### src/hw/rtl/first_fit_block_allocator_defines.svh
// Assertion macros for the first-fit block allocator.
`ifndef FIRST_FIT_BLOCK_ALLOCATOR_DEFINES_SVH
`define FIRST_FIT_BLOCK_ALLOCATOR_DEFINES_SVH

`ifndef SYNTHESIS
`define FFBA_ASSERT_IMPL(lbl, ante, cons, msg) \
  lbl: assert property (@(posedge clk) disable iff (rst) (ante) |-> (cons)) else $error(msg);
`define FFBA_ASSERT_NEXT(lbl, ante, cons, msg) \
  lbl: assert property (@(posedge clk) disable iff (rst) (ante) |=> (cons)) else $error(msg);
`else
`define FFBA_ASSERT_IMPL(lbl, ante, cons, msg)
`define FFBA_ASSERT_NEXT(lbl, ante, cons, msg)
`endif

`endif

### src/hw/rtl/ffba_pkg.sv
// Shared types and codes of the first-fit block allocator.
`default_nettype none
package ffba_pkg;

  localparam int SIZE_W = 33;

  localparam logic [2:0] KIND_ALLOC = 3'd0;
  localparam logic [2:0] KIND_FREE  = 3'd1;
  localparam logic [2:0] KIND_CRIT  = 3'd2;
  localparam logic [2:0] KIND_CHECK = 3'd3;
  localparam logic [2:0] KIND_QUERY = 3'd4;

  localparam logic [2:0] ST_OK      = 3'd0;
  localparam logic [2:0] ST_ZERO    = 3'd1;
  localparam logic [2:0] ST_OOM     = 3'd2;
  localparam logic [2:0] ST_INVALID = 3'd3;
  localparam logic [2:0] ST_FREED   = 3'd4;
  localparam logic [2:0] ST_CRIT    = 3'd5;

  localparam logic CFG_REGION_BASE = 1'b0;
  localparam logic CFG_REGION_SIZE = 1'b1;

  typedef struct packed {
    logic [31:0] offset;
    logic [31:0] size;
    logic        free;
    logic        critical;
  } entry_t;

  typedef struct packed {
    logic   we;
    entry_t data;
  } tbl_wr_t;

  localparam entry_t HEAD_ENTRY = '{offset: 32'd0, size: 32'd0, free: 1'b0, critical: 1'b1};

endpackage
`default_nettype wire

### src/hw/rtl/ffba_round.sv
// Round-up of a request size to the alignment by reciprocal multiplication.
`default_nettype none
module ffba_round
  import ffba_pkg::*;
#(
  parameter int ALIGN_BYTES = 8
) (
  input  wire logic              clk,
  input  wire logic              rst,
  input  wire logic              start,
  input  wire logic [SIZE_W-1:0] value,
  output logic                   done,
  output logic      [SIZE_W-1:0] size
);

  localparam int HALF_W = (SIZE_W + 2) / 2;
  localparam int PART_W = SIZE_W + HALF_W;
  localparam int PROD_W = SIZE_W + 2 * HALF_W;
  localparam int SHIFT  = SIZE_W + $clog2(ALIGN_BYTES);
  localparam logic [63:0] RECIP =
    ((64'd1 << SHIFT) + 64'(ALIGN_BYTES) - 64'd1) / 64'(ALIGN_BYTES);
  localparam logic [HALF_W-1:0] RECIP_LO = RECIP[HALF_W-1:0];
  localparam logic [HALF_W-1:0] RECIP_HI = RECIP[2*HALF_W-1:HALF_W];
  localparam logic [SIZE_W-1:0] ALIGN_K  = SIZE_W'(ALIGN_BYTES);

  logic [3:0]        stage;
  logic [SIZE_W-1:0] val_q;
  logic [PART_W-1:0] prod_lo;
  logic [PART_W-1:0] prod_hi;
  logic [PROD_W-1:0] prod;
  logic [SIZE_W-1:0] quot;

  assign prod = {prod_hi, {HALF_W{1'b0}}} + PROD_W'(prod_lo);

  always_ff @(posedge clk) begin
    if (rst) begin
      stage <= '0;
      done  <= 1'b0;
    end else begin
      stage <= {stage[2:0], start};
      done  <= stage[3];
    end
  end

  always_ff @(posedge clk) begin
    if (start) begin
      val_q <= value;
    end
    if (stage[0]) begin
      prod_lo <= PART_W'(val_q) * PART_W'(RECIP_LO);
    end
    if (stage[1]) begin
      prod_hi <= PART_W'(val_q) * PART_W'(RECIP_HI);
    end
    if (stage[2]) begin
      quot <= SIZE_W'(prod >> SHIFT);
    end
    if (stage[3]) begin
      size <= quot * ALIGN_K;
    end
  end

endmodule
`default_nettype wire

### config.mk
export PLATFORM = sky130hd
export DESIGN_NAME = ffba_round
export DESIGN_NICKNAME = d
export VERILOG_FILES = /design/src/hw/rtl/first_fit_block_allocator_defines.svh /design/src/hw/rtl/ffba_pkg.sv /design/src/hw/rtl/ffba_round.sv
export SDC_FILE = /design/constraint.sdc
export NUM_CORES = 1
export LEC_CHECK = 0
export ABC_CLOCK_PERIOD_IN_PS = 1740
export BUFFER_PORTS_ARGS = -buffer_cell sky130_fd_sc_hd__buf_2
export CAP_MARGIN = 30
export CELL_PAD_IN_SITES_DETAIL_PLACEMENT = 0
export CELL_PAD_IN_SITES_GLOBAL_PLACEMENT = 1
export CORE_MARGIN = 5
export CORE_UTILIZATION = 47
export CTS_CLUSTER_DIAMETER = 120
export DETAILED_ROUTE_END_ITERATION = 8
export PLACE_DENSITY_LB_ADDON = 0.1
export SLEW_MARGIN = 20
export SYNTH_ARGS = -nofsm -noshare
export SYNTH_HDL_FRONTEND = slang
export SYNTH_SLANG_ARGS = --single-unit
### constraint.sdc
create_clock -name clk -period 1.74 [get_ports clk]
set_input_delay 0.087 -clock clk [delete_from_list [all_inputs] [get_ports clk]]
set_output_delay 0.087 -clock clk [all_outputs]
set_load 0.01 [all_outputs]
# --- Word-level counts from Yosys, hierarchy flattened ---
# Cells that the tools add are included.
totals:
  ff_bits: 131
  output_inout_bits: 34

# --- Depth between registers and ports, before layout ---
# Gate-level depths: netlist (run 1).
logic_depth:
  ltp_word: 0
  depth_mapped: 1

# --- Worst setup path before layout (run 1) ---
# No wires, ideal clock.
synth_path:
  path_type: "flip-flop to flip-flop"
  from: "register stage[1]"
  to: "register prod_hi[19] (enable)"
  t_arrival_ns: 0.933
  required_ns: 1.351
  slack_ns: 0.417
  path_stages_with_launch: 1
  cell_sequence: "dfxtp_1"
synth_rtl:
  columns: ["element", "line_no", "source"]
  rows:
  - ["start: declaration", "ffba_round.sv:26", "logic [3:0] stage;"]
  - ["start signal: assignment", "ffba_round.sv:40", "stage <= {stage[2:0], start};"]
  - ["end signal: assignment", "ffba_round.sv:53", "prod_hi <= PART_W'(val_q) * PART_W'(RECIP_HI);"]
  - ["end: declaration", "ffba_round.sv:29", "logic [PART_W-1:0] prod_hi;"]
# No word-level cell between the ends.

# --- Worst setup path in the final report (run 1) ---
layout_path:
  from: "register size[32]"
  to: "output port size[32]"
layout_rtl:
  columns: ["element", "line_no", "source"]
  rows:
  - ["start: declaration", "ffba_round.sv:13", "output logic [SIZE_W-1:0] size"]
  - ["start signal: assignment", "ffba_round.sv:59", "size <= quot * ALIGN_K;"]
# No word-level cell between the ends.

==> impl_metrics.yaml, run 1 <==
pwr:
  ir_worst_vdd_v: 0.0009474
  cellLeakagePower_nw: 1.877
  power_density_mw_per_mm2: 1403
layout:
  layout-drive-gt1-share: 0.3740
  finalInstanceArea_mm2: 0.005156
  n_antenna_cell: 0
  fin_nets: 285
  area_growth_pct: 37.09
  instances_no_fill: 364
  fillers: 529
setup_path:
  cp_slowest_stage_delay_ns: 0.38
  critical_path_class: "reg2out"
  worstPathArrival_ns: 1.03
  crit_path_end_kind: "output port"
  crit_fanout: 1
  worstPathRequired_ns: 1.65
  r2r_start: "stage[2]"
  cp-startpoint: "size[32]"
  timing.critical_path.buf_inv: 1
  crit_path_cell_trace: "buf_2"
  cp_slowest_cell: "edfxtp_1"
  cp-start-kind: "flop"
  critPathTopFamily: "flip-flops"
clocking:
  clockBufferDepth: 2
  cts_tree: "done"
  numCtsBuffers: 17
  clk_pin_slew_worst_paths_ns: 0.06
  cts.sinks: 125
  clock_latency_ns: 0.50
  root_buffer: "clkbuf_8"
  postCtsSetupBuffers: 0
  cts-resized-gates: 0
  htreeDepth: 4
global_routing:
  grt-busiest-layer: "met2"
  grtUsageMet3: 0.06101
  grtUsageTotal: 0.1105
  grt_max_degree: 32
  grt_use_met1: 0.1025
  antenna_found_initial: 0
  grt.met2_usage: 0.1994
  grt_pass1_wl_mm: 7.921
  overflow: 0
  grt_pass1_vias: 1702
place:
  numPortBuffers: 63
  placed_area_mm2: 0.004212
  hpwl_mm: 2.904
  gp_congestion: 0.6376
  dpl.cell_count: 301
synthesis:
  avgSynthCellArea_um2: 28.07
  ys_types: 5
  synth_warnings: 0
  syn-cell-area_mm2: 0.003761
  yosysSeqAreaShare: 0.9847
  synthCells: 134
  synth-seq-cells: 125
sta:
  fmax_mhz: 898.0
  relSlewSlack: 0.5653
  finalSetupViolCount: 0
  fin_crit_ns: 1.114
  finalSetupTns_ns: 0
  clock-skew-final_ns: 0.006770
  rsz0062_at_grt: "no"
  slew_viol_final: 0
  holdWs_ns: 0.1604
  fin_crit_sh: 0.6400
  worst_slew_pin_slew_ns: 0.6520
  hold_viol: 0
routing:
  ant_nets: 0
  avgViaCountPerCell: 4.363
  drc: 0
  routed_wl_mm: 5.041
  via_count: 1588
  wire_per_inst_um: 13.85
  dr.pass1.iters: 4
  initialDrtViolationCount: 44
die:
  die_h_um: 99.46
  num_rows: 32
  fp.dieW_um: 99.46
  floorplan.initialDensity: 0.4842
  die-area_mm2: 0.009891
  io_pins: 70
  coreArea_mm2: 0.007767
run:
  cap_violations: 0
worst_hold_path:
  hold_path_class: "in2reg"
  hp-start: "start"
run_status:
  status: "finished, final reports clean"
-- final cells by class --
class,count,area [um2],area share
sequential,125,3704,0.7183
timing repair buffer,97,648.1,0.1257
clock buffer,17,414.1,0.08032
clock inverter,15,220.2,0.04271
tap,102,127.6,0.02475
multi-input combinational,8,42.54,0.008250
-- kinds of logic after synthesis --
family,after synthesis,share of synthesized area
buffers and inverters,3,0.005988
flip-flops,125,0.9847
other,1,0.0009970
AND/OR/NAND/NOR,5,0.008317
-- timing repair --
item | CTS | global route
endpoints found under the hold margin | 35 | 0
hold buffers | 31 | 0
endpoints found under the setup margin | 0 | 0
-- state kept, by name (all words and copies together), names as in the netlist --
register,count
done,1
stage,4
quot,30
val_q,30
prod_hi,30
size,30
-- synthesized netlist by cell type (all sizes together) --
cell,n,area [um2]
edfxtp,120,3603
dfxtp,5,100.1
nor2b,5,31.28
buf,3,22.52
conb,1,3.750
-- layer usage --
layer | vias up | part of all wire
met4 | 0 | 0.012
li1 | 762 | -
met1 | 771 | 0.36
met3 | 7 | 0.061
met5 | - | 0
met2 | 48 | 0.57
-- path summary, 6_finish.rpt --
path / to / slack (ns) / cells after the start
min reg2reg: prod_hi[36] / 0.41 / 0
max reg2reg: quot[24] / 0.71 / 1
min: val_q[16] / 0.16 / 1
max: size[32] / 0.63 / 1
-- where the power goes --
part           internal [mW]  switching (mW)  total (mW)
logic                 0.0782          0.0635       0.142
clock network           2.47            1.20        3.66
registers               3.41          0.0229        3.43
-- placed cells by master (no fill, tap or decap) --
master,n
bufinv_16,5
dfxtp_1,5
buf_4,3
buf_2,63
clkbuf_8,1
edfxtp_1,120
conb_1,3
clkinvlp_4,2
clkinv_4,3
clkinv_2,4
inv_6,1
dlygate4sd3_1,31
clkbuf_16,16
nor2b_1,5
-- per-stage QoR --
| step | setup slack, ns | power [mW] | utilization |
|---|---|---|---|
| after floorplan | 0.4175 | 3.512 | - |
| after global placement | 0.7536 | 3.571 | 0.5422 |
| after detailed placement | 0.7037 | 3.581 | 0.5422 |
| after CTS | 0.5846 | 7.302 | 0.6638 |
| after global routing | 0.5320 | 7.465 | 0.6638 |
| final | 0.6265 | 7.234 | 0.6638 |
Note: power is estimated with default switching activity, not from simulation.
==> run 2: changes to the inputs <==
--- a/config.mk
+++ b/config.mk
@@ -5,7 +5,7 @@
 export SDC_FILE = /design/constraint.sdc
 export NUM_CORES = 1
 export LEC_CHECK = 0
-export ABC_CLOCK_PERIOD_IN_PS = 1740
+export ABC_CLOCK_PERIOD_IN_PS = 1100
 export BUFFER_PORTS_ARGS = -buffer_cell sky130_fd_sc_hd__buf_2
 export CAP_MARGIN = 30
 export CELL_PAD_IN_SITES_DETAIL_PLACEMENT = 0
==> constraint.sdc (replaced) <==
create_clock -name clk -period 1.1 [get_ports clk]
set_input_delay 0.055 -clock clk [delete_from_list [all_inputs] [get_ports clk]]
set_output_delay 0.055 -clock clk [all_outputs]
set_load 0.01 [all_outputs]
==> run 2 against run 1 <==
Setup slack worse by 0.61 ns. Via count up 0.82%. Clock power up 55%. Critical path type unchanged.
==> impl_metrics.yaml, run 2 (synthesized netlist as in run 1, its figures left out) <==
die:
  die-area_mm2: 0.009891
  coreArea_mm2: 0.007767
  fp.dieW_um: 99.46
  die_h_um: 99.46
  floorplan.initialDensity: 0.4842
  num_rows: 32
  io_pins: 70
global_routing:
  grt_pass1_wl_mm: 8.273
  grt_max_degree: 32
  grtUsageTotal: 0.1154
  overflow: 0
  antenna_found_initial: 0
  grt_pass1_vias: 1751
clocking:
  htreeDepth: 4
  clockBufferDepth: 2
  postCtsSetupBuffers: 0
  cts-resized-gates: 0
  clock_latency_ns: 0.49
  root_buffer: "clkbuf_8"
  numCtsBuffers: 17
  cts_tree: "done"
  cts.sinks: 125
  clk_pin_slew_worst_paths_ns: 0.05
sta:
  rsz0062_at_grt: "yes"
  fin_crit_sh: 0.9896
  clock-skew-final_ns: 0.005702
  fin_crit_ns: 1.089
  holdWs_ns: 0.2677
  hold_viol: 0
  fmax_mhz: 918.7
  slew_viol_final: 0
  finalSetupViolCount: 0
  fin_ws_ns: 0.01148
setup_path:
  crit_fanout: 1
  critical_path_class: "reg2out"
  cp_slowest_cell: "edfxtp_1"
  timing.critical_path.buf_inv: 1
  cp_slowest_stage_delay_ns: 0.39
  worstPathArrival_ns: 1.03
  crit_path_cell_trace: "buf_2"
  worstPathRequired_ns: 1.04
  crit_path_end_kind: "output port"
  cp-start-kind: "flop"
  critPathTopFamily: "flip-flops"
place:
  hpwl_mm: 3.088
  gp_congestion: 0.6508
  placed_area_mm2: 0.004280
  post-place-ws_ns: 0.2635
  dpl.cell_count: 303
  numPortBuffers: 63
layout:
  final_common_cell: "edfxtp_1"
  area_growth_pct: 38.76
  layout-drive-gt1-share: 0.3774
  finalInstanceArea_mm2: 0.005219
  fin_nets: 288
  n_antenna_cell: 0
  layout_common_cells: "120 x edfxtp_1, 63 x buf_2, 32 x dlygate4sd3_1, 16 x clkbuf_16"
  instances_no_fill: 367
routing:
  initialDrtViolationCount: 36
  wire_per_inst_um: 13.79
  avgViaCountPerCell: 4.362
  drc: 0
  via_count: 1601
  routed_wl_mm: 5.062
  dr.pass1.iters: 4
  ant_nets: 0
pwr:
  cellLeakagePower_nw: 1.893
  intPower_mw: 9.411
  power_density_mw_per_mm2: 2171
  ir_worst_vdd_v: 0.001515
  p_clk_frac: 0.499
  p_switching_mw: 1.920
  comb_power_share: 0.022
  pwr-share-seq: 0.479
  swShare: 0.1694
run_status:
  status: "finished, final reports clean"
worst_hold_path:
  hold_path_class: "in2reg"
run:
  cap_violations: 0
[run 2: cell types whose count changed in the layout (fill, tap and decap cells not counted), moves of 2 or more]
cell	delta
buf_12	+4
buf_4	-2
dfxtp_1	-3
clkbuf_1	+2
clkinv_4	-3
dfxtp_2	+3
[run 2: timing repair]
item / CTS / global route
hold buffers: 32 / 0
endpoints found under the hold margin: 50 / 0
endpoints found under the setup margin: 8 / 10
[run 2: power by group through the flow]
stage | logic, mW | registers, mW | clock network (mW)
final | 0.244 | 5.43 | 5.66
after global routing | 0.269 | 5.44 | 6.00
after CTS | 0.248 | 5.43 | 5.78
after detailed placement | 0.160 | 5.53 | 0
after global placement | 0.156 | 5.51 | 0
after floorplan | 0.0160 | 5.54 | 0
[run 2: cell type report]
| type | count | area [um2] |
|---|---|---|
| flip-flops and latches | 125 | 3707 |
| repair buffers | 100 | 723.2 |
| well taps | 102 | 127.6 |
| clock inverters | 13 | 196.4 |
| multi-input cells | 8 | 42.54 |
| clock buffers | 19 | 421.7 |
| fillers | 521 | 2549 |
[run 2: final timing paths]
| check | startpoint | to | slack [ns] | cells past startpoint |
|---|---|---|---|---|
| hold / removal | value[16] | val_q[16] | 0.27 | 2 |
| setup reg to reg | stage[2] | quot[25] | 0.27 | 1 |
| setup / recovery | size[12] | size[12] | 0.01 | 1 |
| hold reg to reg | prod_hi[23] | quot[4] | 0.41 | 0 |
[run 2: per-stage QoR]
stage,TNS [ns],util,power (mW)
finish,0,0.6719,11.33
global route,-0.1911,0.6719,11.71
CTS,-0.1264,0.6719,11.46
detailed placement,0,0.5511,5.688
global placement,0,0.5511,5.670
floorplan,0,-,5.555
[run 2: per-layer routing]
layer  global-route usage  part of all wire  vias up
met5                    0                 0        -
met4              0.06933             0.016        0
met3              0.04278             0.047        9
met2               0.2066              0.59       46
met1               0.1122              0.35      779
li1                     -                 -      767
